[src/design/srs_pkg.sv]
// shared types and constants of the serpentine run stroke planner
`default_nettype none

package srs_pkg;

   // field widths fixed by the item formats
   localparam int COL_W  = 6;
   localparam int ROW_W  = 12;
   localparam int PEN_W  = 16;
   localparam int CFG_W  = 7;
   localparam int STEP_W = 8;
   localparam int CSR_IDX_W = 3;
   localparam int CSR_DAT_W = 16;

   // configuration register indexes
   localparam logic [CSR_IDX_W-1:0] CSR_ROW_WIDTH      = 3'd0;
   localparam logic [CSR_IDX_W-1:0] CSR_ROW_STEP       = 3'd1;
   localparam logic [CSR_IDX_W-1:0] CSR_MIN_RUN_LENGTH = 3'd2;
   localparam logic [CSR_IDX_W-1:0] CSR_POINT_STEP     = 3'd3;
   localparam logic [CSR_IDX_W-1:0] CSR_PEN_CODE       = 3'd4;

   // input item
   typedef struct packed {
      logic pixel_on;
      logic mask_start;
   } req_item_type;

   // result item
   typedef struct packed {
      logic [COL_W-1:0] point_x;
      logic [ROW_W-1:0] point_y;
      logic [PEN_W-1:0] pen;
      logic             last_point;
   } rsp_item_type;

   // one kept run, handed from the scanner to the stroke emitter
   typedef struct packed {
      logic [COL_W-1:0] x0;
      logic [COL_W-1:0] x1;
      logic             reverse;
      logic [ROW_W-1:0] y;
      logic [PEN_W-1:0] pen;
   } run_desc_type;

   // queue status seen by the scanner
   typedef struct packed {
      logic full;
      logic empty;
   } queue_stat_type;

   // stroke emitter states
   typedef enum logic [1:0] {
      BK_IDLE,
      BK_STEP,
      BK_TAIL
   } back_state_type;

endpackage

`default_nettype wire

[src/design/serpentine_run_stroke_planner_top.sv]
// top level of the serpentine run stroke planner
//
//   channel   direction  ports                                  item
//   req       in         req_valid req_ready req_data           one mask pixel
//   rsp       out        rsp_valid rsp_ready rsp_data           one stroke point
//   csr       in         csr_valid csr_ready csr_index csr_data register write
//
// the scanner takes one pixel per cycle while the run queue has room
// a kept run leaves the emitter as one point per cycle while rsp_ready is high,
// once the emitter has loaded it from the queue; the emitter sets the rate
// the four-entry run queue lets the scanner run ahead while points are stalled
// synchronous reset clears position, direction, queue and output valid
// csr writes are taken every cycle
`default_nettype none

module serpentine_run_stroke_planner_top #(
   parameter int MAX_COLS = 64,
   parameter int MAX_ROWS = 4096
) (
   input  wire logic                              clock,
   input  wire logic                              reset,
   input  wire logic                              req_valid,
   output logic                                   req_ready,
   input  wire srs_pkg::req_item_type             req_data,
   output logic                                   rsp_valid,
   input  wire logic                              rsp_ready,
   output srs_pkg::rsp_item_type                  rsp_data,
   input  wire logic                              csr_valid,
   output logic                                   csr_ready,
   input  wire logic [srs_pkg::CSR_IDX_W-1:0]     csr_index,
   input  wire logic [srs_pkg::CSR_DAT_W-1:0]     csr_data
);

   logic [srs_pkg::CFG_W-1:0]   row_width_ff;
   logic [srs_pkg::STEP_W-1:0]  row_step_ff;
   logic [srs_pkg::CFG_W-1:0]   min_run_length_ff;
   logic [srs_pkg::CFG_W-1:0]   point_step_ff;
   logic [srs_pkg::PEN_W-1:0]   pen_code_ff;

   logic                        req_accept;
   logic                        push;
   logic                        pop;
   srs_pkg::run_desc_type       push_desc;
   srs_pkg::run_desc_type       head;
   srs_pkg::queue_stat_type     stat;

   // configuration registers
   assign csr_ready = 1'b1;

   always_ff @(posedge clock) begin
      if (reset) begin
         row_width_ff      <= srs_pkg::CFG_W'(64);
         row_step_ff       <= srs_pkg::STEP_W'(1);
         min_run_length_ff <= srs_pkg::CFG_W'(1);
         point_step_ff     <= srs_pkg::CFG_W'(1);
         pen_code_ff       <= '0;
      end else if (csr_valid && csr_ready) begin
         case (csr_index)
            srs_pkg::CSR_ROW_WIDTH:      row_width_ff      <= csr_data[srs_pkg::CFG_W-1:0];
            srs_pkg::CSR_ROW_STEP:       row_step_ff       <= csr_data[srs_pkg::STEP_W-1:0];
            srs_pkg::CSR_MIN_RUN_LENGTH: min_run_length_ff <= csr_data[srs_pkg::CFG_W-1:0];
            srs_pkg::CSR_POINT_STEP:     point_step_ff     <= csr_data[srs_pkg::CFG_W-1:0];
            srs_pkg::CSR_PEN_CODE:       pen_code_ff       <= csr_data[srs_pkg::PEN_W-1:0];
            default: ;
         endcase
      end
   end

   // input handshake, held off while the run queue is full
   assign req_ready  = !stat.full;
   assign req_accept = req_valid && req_ready;

   srs_scan #(
      .MAX_COLS (MAX_COLS),
      .MAX_ROWS (MAX_ROWS)
   ) u_scan (
      .clock          (clock),
      .reset          (reset),
      .accept         (req_accept),
      .item           (req_data),
      .row_width      (row_width_ff),
      .row_step       (row_step_ff),
      .min_run_length (min_run_length_ff),
      .pen_code       (pen_code_ff),
      .push           (push),
      .push_desc      (push_desc)
   );

   srs_queue u_queue (
      .clock     (clock),
      .reset     (reset),
      .push      (push),
      .push_desc (push_desc),
      .pop       (pop),
      .head      (head),
      .stat      (stat)
   );

   srs_stroke u_stroke (
      .clock      (clock),
      .reset      (reset),
      .head       (head),
      .stat       (stat),
      .pop        (pop),
      .point_step (point_step_ff),
      .rsp_valid  (rsp_valid),
      .rsp_ready  (rsp_ready),
      .rsp_data   (rsp_data)
   );

endmodule

`default_nettype wire

[src/design/srs_scan.sv]
// front end: tracks raster position, finds kept runs and queues them
`default_nettype none

module srs_scan #(
   parameter int MAX_COLS = 64,
   parameter int MAX_ROWS = 4096
) (
   input  wire logic                          clock,
   input  wire logic                          reset,
   input  wire logic                          accept,
   input  wire srs_pkg::req_item_type         item,
   input  wire logic [srs_pkg::CFG_W-1:0]     row_width,
   input  wire logic [srs_pkg::STEP_W-1:0]    row_step,
   input  wire logic [srs_pkg::CFG_W-1:0]     min_run_length,
   input  wire logic [srs_pkg::PEN_W-1:0]     pen_code,
   output logic                               push,
   output srs_pkg::run_desc_type              push_desc
);

   localparam int COLS_BITS = (MAX_COLS > 1) ? $clog2(MAX_COLS) : 1;
   localparam int ROWS_BITS = (MAX_ROWS > 1) ? $clog2(MAX_ROWS) : 1;
   localparam logic [srs_pkg::CFG_W-1:0] MAX_COLS_V = srs_pkg::CFG_W'(MAX_COLS);
   localparam logic [ROWS_BITS-1:0] LAST_ROW = ROWS_BITS'(MAX_ROWS - 1);

   logic [COLS_BITS-1:0]        column_ff, column_in;
   logic [ROWS_BITS-1:0]        row_ff, row_in;
   logic [srs_pkg::COL_W-1:0]   run_start_ff, run_start_in;
   logic                        in_run_ff, in_run_in;
   logic                        reverse_ff, reverse_in;
   logic [srs_pkg::STEP_W-1:0]  phase_ff, phase_in;

   logic [COLS_BITS-1:0]        col;
   logic [ROWS_BITS-1:0]        row;
   logic [srs_pkg::STEP_W-1:0]  phase;
   logic                        in_run;
   logic                        reverse;
   logic [srs_pkg::COL_W-1:0]   col6;
   logic [srs_pkg::CFG_W-1:0]   width_eff;
   logic                        last_col;
   logic                        emit;
   logic [srs_pkg::COL_W-1:0]   x0;
   logic [srs_pkg::COL_W-1:0]   x1;
   logic [srs_pkg::CFG_W-1:0]   run_len;
   logic                        keep;
   logic [srs_pkg::STEP_W:0]    phase_inc;

   // position as seen by this pixel, cleared on a new mask
   always_comb begin
      col     = item.mask_start ? '0 : column_ff;
      row     = item.mask_start ? '0 : row_ff;
      phase   = item.mask_start ? '0 : phase_ff;
      in_run  = item.mask_start ? 1'b0 : in_run_ff;
      reverse = item.mask_start ? 1'b0 : reverse_ff;
      col6    = srs_pkg::COL_W'(col);
   end

   // effective row width and end of row
   always_comb begin
      if (row_width == '0) begin
         width_eff = srs_pkg::CFG_W'(1);
      end else if (row_width > MAX_COLS_V) begin
         width_eff = MAX_COLS_V;
      end else begin
         width_eff = row_width;
      end
      last_col = ({1'b0, col6} + srs_pkg::CFG_W'(1)) >= width_eff;
   end

   // run detection in scanned rows
   always_comb begin
      emit         = 1'b0;
      x0           = run_start_ff;
      x1           = col6;
      run_start_in = run_start_ff;
      if (phase == '0) begin
         if (item.pixel_on) begin
            if (!in_run) begin
               run_start_in = col6;
               x0           = col6;
            end
            emit = last_col;
         end else if (in_run) begin
            emit = 1'b1;
            x1   = col6 - srs_pkg::COL_W'(1);
         end
      end
      run_len = {1'b0, x1} - {1'b0, x0} + srs_pkg::CFG_W'(1);
      keep    = emit && (run_len >= min_run_length);
   end

   // queue write
   always_comb begin
      push              = accept && keep;
      push_desc.x0      = x0;
      push_desc.x1      = x1;
      push_desc.reverse = reverse;
      push_desc.y       = srs_pkg::ROW_W'(row);
      push_desc.pen     = pen_code;
   end

   // next position and run state
   always_comb begin
      phase_inc  = {1'b0, phase} + (srs_pkg::STEP_W + 1)'(1);
      reverse_in = keep ? !reverse : reverse;
      if (phase == '0) begin
         in_run_in = item.pixel_on;
      end else begin
         in_run_in = in_run;
      end
      if (last_col) begin
         column_in = '0;
         in_run_in = 1'b0;
         row_in    = (row == LAST_ROW) ? '0 : row + ROWS_BITS'(1);
         if (row_step <= srs_pkg::STEP_W'(1) || phase_inc >= {1'b0, row_step}) begin
            phase_in = '0;
         end else begin
            phase_in = phase_inc[srs_pkg::STEP_W-1:0];
         end
      end else begin
         column_in = col + COLS_BITS'(1);
         row_in    = row;
         phase_in  = phase;
      end
   end

   // state registers
   always_ff @(posedge clock) begin
      if (reset) begin
         column_ff    <= '0;
         row_ff       <= '0;
         run_start_ff <= '0;
         in_run_ff    <= 1'b0;
         reverse_ff   <= 1'b0;
         phase_ff     <= '0;
      end else if (accept) begin
         column_ff    <= column_in;
         row_ff       <= row_in;
         run_start_ff <= run_start_in;
         in_run_ff    <= in_run_in;
         reverse_ff   <= reverse_in;
         phase_ff     <= phase_in;
      end
   end

endmodule

`default_nettype wire

[src/design/srs_queue.sv]
// four-entry queue of run descriptors between scanner and emitter
`default_nettype none

module srs_queue (
   input  wire logic                    clock,
   input  wire logic                    reset,
   input  wire logic                    push,
   input  wire srs_pkg::run_desc_type   push_desc,
   input  wire logic                    pop,
   output srs_pkg::run_desc_type        head,
   output srs_pkg::queue_stat_type      stat
);

   localparam int DEPTH = 4;
   localparam int PTR_W = $clog2(DEPTH);

   srs_pkg::run_desc_type entries_ff [DEPTH];
   logic [PTR_W-1:0] wr_ptr_ff, wr_ptr_in;
   logic [PTR_W-1:0] rd_ptr_ff, rd_ptr_in;
   logic [PTR_W:0]   count_ff, count_in;
   logic             do_push;
   logic             do_pop;

   // status and pointer updates
   always_comb begin
      stat.full  = count_ff == (PTR_W + 1)'(DEPTH);
      stat.empty = count_ff == '0;
      do_push    = push && !stat.full;
      do_pop     = pop && !stat.empty;
      wr_ptr_in  = do_push ? wr_ptr_ff + PTR_W'(1) : wr_ptr_ff;
      rd_ptr_in  = do_pop ? rd_ptr_ff + PTR_W'(1) : rd_ptr_ff;
      case ({do_push, do_pop})
         2'b10:   count_in = count_ff + (PTR_W + 1)'(1);
         2'b01:   count_in = count_ff - (PTR_W + 1)'(1);
         default: count_in = count_ff;
      endcase
      head = entries_ff[rd_ptr_ff];
   end

   // entry storage
   always_ff @(posedge clock) begin
      if (do_push) begin
         entries_ff[wr_ptr_ff] <= push_desc;
      end
   end

   // pointers and fill count
   always_ff @(posedge clock) begin
      if (reset) begin
         wr_ptr_ff <= '0;
         rd_ptr_ff <= '0;
         count_ff  <= '0;
      end else begin
         wr_ptr_ff <= wr_ptr_in;
         rd_ptr_ff <= rd_ptr_in;
         count_ff  <= count_in;
      end
   end

endmodule

`default_nettype wire

[src/design/srs_stroke.sv]
// back end: walks one queued run and emits its stroke points
`default_nettype none

module srs_stroke (
   input  wire logic                        clock,
   input  wire logic                        reset,
   input  wire srs_pkg::run_desc_type       head,
   input  wire srs_pkg::queue_stat_type     stat,
   output logic                             pop,
   input  wire logic [srs_pkg::CFG_W-1:0]   point_step,
   output logic                             rsp_valid,
   input  wire logic                        rsp_ready,
   output srs_pkg::rsp_item_type            rsp_data
);

   srs_pkg::back_state_type     state_ff, state_in;
   srs_pkg::run_desc_type       desc_ff, desc_in;
   logic [srs_pkg::CFG_W-1:0]   off_ff, off_in;
   logic                        rsp_valid_ff, rsp_valid_in;
   srs_pkg::rsp_item_type       rsp_data_ff, rsp_data_in;

   logic                        advance;
   logic [srs_pkg::CFG_W-1:0]   step;
   logic [srs_pkg::CFG_W-1:0]   run_len;
   logic [srs_pkg::CFG_W:0]     next_off;
   logic [srs_pkg::CFG_W-1:0]   pos;
   logic [srs_pkg::COL_W-1:0]   far_end;

   // point position along the current run
   always_comb begin
      advance  = !rsp_valid_ff || rsp_ready;
      step     = (point_step == '0) ? srs_pkg::CFG_W'(1) : point_step;
      run_len  = {1'b0, desc_ff.x1} - {1'b0, desc_ff.x0} + srs_pkg::CFG_W'(1);
      next_off = {1'b0, off_ff} + {1'b0, step};
      if (desc_ff.reverse) begin
         pos = {1'b0, desc_ff.x1} - off_ff;
      end else begin
         pos = {1'b0, desc_ff.x0} + off_ff;
      end
      far_end = desc_ff.reverse ? desc_ff.x0 : desc_ff.x1;
   end

   // emitter sequencing and output register load
   always_comb begin
      state_in     = state_ff;
      desc_in      = desc_ff;
      off_in       = off_ff;
      pop          = 1'b0;
      rsp_valid_in = advance ? 1'b0 : rsp_valid_ff;
      rsp_data_in  = rsp_data_ff;
      case (state_ff)
         srs_pkg::BK_IDLE: begin
            if (!stat.empty) begin
               pop      = 1'b1;
               desc_in  = head;
               off_in   = '0;
               state_in = srs_pkg::BK_STEP;
            end
         end
         srs_pkg::BK_STEP: begin
            if (advance) begin
               rsp_valid_in           = 1'b1;
               rsp_data_in.point_x    = pos[srs_pkg::COL_W-1:0];
               rsp_data_in.point_y    = desc_ff.y;
               rsp_data_in.pen        = desc_ff.pen;
               rsp_data_in.last_point = 1'b0;
               if (next_off >= {1'b0, run_len}) begin
                  if (off_ff == run_len - srs_pkg::CFG_W'(1)) begin
                     rsp_data_in.last_point = 1'b1;
                     state_in               = srs_pkg::BK_IDLE;
                  end else begin
                     state_in = srs_pkg::BK_TAIL;
                  end
               end else begin
                  off_in = next_off[srs_pkg::CFG_W-1:0];
               end
            end
         end
         srs_pkg::BK_TAIL: begin
            if (advance) begin
               rsp_valid_in           = 1'b1;
               rsp_data_in.point_x    = far_end;
               rsp_data_in.point_y    = desc_ff.y;
               rsp_data_in.pen        = desc_ff.pen;
               rsp_data_in.last_point = 1'b1;
               state_in               = srs_pkg::BK_IDLE;
            end
         end
         default: begin
            state_in = srs_pkg::BK_IDLE;
         end
      endcase
   end

   // control registers
   always_ff @(posedge clock) begin
      if (reset) begin
         state_ff     <= srs_pkg::BK_IDLE;
         rsp_valid_ff <= 1'b0;
      end else begin
         state_ff     <= state_in;
         rsp_valid_ff <= rsp_valid_in;
      end
   end

   // payload registers
   always_ff @(posedge clock) begin
      desc_ff     <= desc_in;
      off_ff      <= off_in;
      rsp_data_ff <= rsp_data_in;
   end

   assign rsp_valid = rsp_valid_ff;
   assign rsp_data  = rsp_data_ff;

endmodule

`default_nettype wire

[config.mk]
export PLATFORM = sky130hd
export DESIGN_NAME = serpentine_run_stroke_planner_top
export DESIGN_NICKNAME = d
export VERILOG_FILES = /design/src/design/srs_pkg.sv /design/src/design/serpentine_run_stroke_planner_top.sv /design/src/design/srs_scan.sv /design/src/design/srs_queue.sv /design/src/design/srs_stroke.sv
export SDC_FILE = /design/constraint.sdc
export NUM_CORES = 1
export LEC_CHECK = 0
export ABC_AREA = 1
export CAP_MARGIN = 10
export CORE_MARGIN = 1
export CORE_UTILIZATION = 50
export DETAILED_ROUTE_END_ITERATION = 10
export DONT_BUFFER_PORTS = 1
export GPL_ROUTABILITY_DRIVEN = 0
export SETUP_SLACK_MARGIN = 0.2
export SLEW_MARGIN = 30
export SYNTH_ARGS = -nofsm -noshare
export SYNTH_HDL_FRONTEND = slang
export SYNTH_SLANG_ARGS = --single-unit
[constraint.sdc]
create_clock -name clock -period 13.6 [get_ports clock]
set_input_delay 2.72 -clock clock [delete_from_list [all_inputs] [get_ports clock]]
set_output_delay 2.72 -clock clock [all_outputs]
set_load 0.02 [all_outputs]
==> flow_summary.toml <==
[cells_and_area]
n_antenna_cell = 0
fin_area_um2 = 17200
nFillCells = 2555
drive_gt1_share_pct = 8.04
areaGrowthSynthToFinish_pct = 10.5
multi_input_area_um2 = 5450
fin_nets = 1628
seq_area_um2 = 9200

[logic_synthesis]
synth_area_leaders = "edfxtp_1 48%, dfxtp_1 11%, ha_1 6.6%"
synth_most_common_cell = "edfxtp_1"
synth.top_cell.area_share_pct = 47.8
synth_cell_types = 48
seq_area_frac_synth_pct = 59.2
synth_edf_count = 247
syn_inst = 1521
yosys-top-cells-count = "247 x edfxtp_1, 219 x nor2_1, 168 x inv_1"
synth.largest_area_cell = "edfxtp_1"
syn-num-nets = 1635
ys_ff_latch = 336
ys_async_sr_fraction_pct = 0
syn-mean-instance-area_um2 = 10.2
yosysWarningCount = 0
ys.flop_type = "edfxtp_1"
syn-cell-area_um2 = 15500

[timing]
clock_skew_ns = 0.0109
min_period_over_period_pct = 51.5
finalMaxSlewViolations = 0
period_minus_slack_ns = 7.01
setup_tns_ns = 0
setup_violations = 0
fmax_mhz = 143
hold_violations = 0
rsz0062_at_grt = "no"
relSlewSlack_pct = 40.9
worstMarginPinSlew_ns = 0.884

[detailed_routing]
drcViolationCount = 0
antenna_left = 0
drt_iter0_markers = 827
dr.pass1.iters = 5
vias = 10479
finalWirelength_um = 33600
avgViaCountPerCell = 5.41
wl_per_cell_um = 17.3

[setup_path]
reg2reg_slack_ns = 8.42
r2r_start = "u_scan.phase_ff[0]"
max_stage_delay_ns = 0.39
cp.required_ns = 13.99
cp-start-kind = "input port"
reg2reg_depth = 34
crit_arrival_ns = 7.40
endpoint_kind = "flip-flop"
cp_slowest_cell = "fa_1"
r2r_end = "u_queue.count_ff[2]"
crit_fanout = 25
worstSetupPathType = "input port to flip-flop"

[cts]
clkLatencyLatePin_ns = 0.51
numCtsBuffers = 36
cts-root-buf = "clkbuf_16"
clk_path_buf_depth = 3
cts.clk_slew.worst_paths_ns = 0.06
cts_setup_buffers = 0
h-tree-depth = 2
cts-hold-fix-buffers = 0
cts_tree = "yes"
clock_sinks = 336
ctsResizeCount = 0

[grt]
grt_use_total_pct = 21.5
grtUsageMet2_pct = 37.0
antenna_found_initial = 0
grt.busiest_layer = "met2"
grt_util_met3_pct = 3.18
grt.overflow.total = 0
grt_max_degree = 85
grt_pass1_vias = 9838
grt_pass1_wl_um = 52500
gr-usage-met1_pct = 28.3

[hold_path]
min_to = "u_stroke.rsp_data[23]"
min_path_cells = 0
hold_path_class = "flip-flop to flip-flop"
hp-start = "u_stroke.desc_ff[22]"

[die]
coreArea_um2 = 30600
io_pins = 64
start_util_pct = 50.8
num_rows = 64
dieArea_um2 = 31800
chipWidth_um = 178
chipHeight_um = 178

[placement]
hpwlAfterDp_um = 21900
portBuffers = 0
placed_cell_area_um2 = 15900

[power]
p_leak_nw = 6.70
ir_drop_uv = 109
powerDensity_nw_per_um2 = 219

[run]
maxCapViolations = 0

[run_status]
status = "completed"
==> state kept, by name (all words and copies together), names as in the netlist, named ones only <==
name,cells
u_queue.entries_ff,164
u_stroke.desc_ff,41
u_stroke.rsp_data,35
pen_code_ff,16
u_scan.row_ff,12
row_step_ff,8
u_scan.phase_ff,8
min_run_length_ff,7
point_step_ff,7
row_width_ff,7
u_stroke.off_ff,7
u_scan.column_ff,6
u_scan.run_start_ff,6
u_queue.count_ff,3
u_queue.rd_ptr_ff,2
u_queue.wr_ptr_ff,2
u_stroke.state_ff,2
u_scan.in_run_ff,1
u_scan.reverse_ff,1
==> final cells by class <==
cell class / instances / area share [%]
well taps: 396 / 2.89
repair buffers: 13 / 0.642
multi-input cells: 952 / 31.8
flip-flops and latches: 336 / 53.6
clock inverters: 19 / 1.24
inverters: 175 / 3.83
clock buffers: 47 / 5.97
==> cells by family (layout without fill, tap and decap cells) <==
family                   Yosys count  after routing  synth area share (%)
buffers and inverters            233            254                  5.89
XOR/XNOR                          24             24                  1.40
other                              1              1                0.0242
AO/OA/AOI/OAI                    325            325                  11.5
adder cells (fa/ha/maj)           88             88                  7.38
AND/OR/NAND/NOR                  514            514                  14.6
flip-flops                       336            336                  59.2
==> worst max-delay path by stage <==
| stage | startpoint | to | slack, ns | cells after the start |
|---|---|---|---|---|
| after CTS | req_data[0] | u_queue.count_ff[2] | 6.59 | 33 |
| after global routing | req_data[0] | u_queue.count_ff[2] | 6.13 | 33 |
| after floorplan | req_data[0] | u_queue.entries_ff[0][0] | 4.98 | 30 |
| after global placement | req_data[0] | u_queue.count_ff[2] | 6.22 | 32 |
| after detailed placement | req_data[0] | u_queue.count_ff[2] | 6.06 | 33 |
| final | req_data[0] | u_queue.count_ff[2] | 6.59 | 33 |
==> metrics by stage <==
step	instances	worst slack (ns)	hold slack, ns	util [%]	power (mW)
2_1_floorplan	1521	4.98	0.400	-	2.45
3_3_place_gp	1871	6.22	0.403	52.0	2.73
3_5_place_dp	1872	6.06	0.406	52.0	2.78
4_1_cts	1938	6.59	0.420	56.1	3.79
5_1_grt	1938	6.13	0.425	56.1	4.03
6_report	1938	6.59	0.416	56.1	3.76
==> metal layers <==
layer	routed length [µm]	part of all wire (%)	vias to the layer above
li1	-	-	5241
met1	15200	45	4994
met2	16400	49	201
met4	610	1.8	0
met5	0	0	-
met3	1360	4.0	43
==> critical path, delay by kind of cell <==
kind	cells	cell delay [ns]
buf+inv	6	0.46
xor+xnor	1	0.19
simple gates	12	1.32
fa+ha+maj	6	1.69
compound gates	8	1.04
==> power by group <==
part	internal (mW)	switching [mW]	total [mW]
Sequential	1.36	0.162	1.52
Clock	0.611	0.392	1.00
Combinational	0.411	0.817	1.23
Total	2.38	1.37	3.76
==> cell usage in the layout, fill, tap and decap left out, drive strengths merged, types with 6 or more instances in the layout <==
cell type	Yosys	final
edfxtp	247	247
nor2	228	228
inv	173	174
nand2	171	171
o21ai	168	168
dfxtp	89	89
a21oi	86	86
ha	82	82
nand3	70	70
clkbuf	48	47
o22ai	46	46
nand4	20	20
xor2	18	18
clkinv	2	14
buf	10	13
nor3	13	13
a22oi	10	10
nand3b	7	7
xnor2	6	6
fa	6	6
No activity file was read; power rests on OpenSTA's default activity.
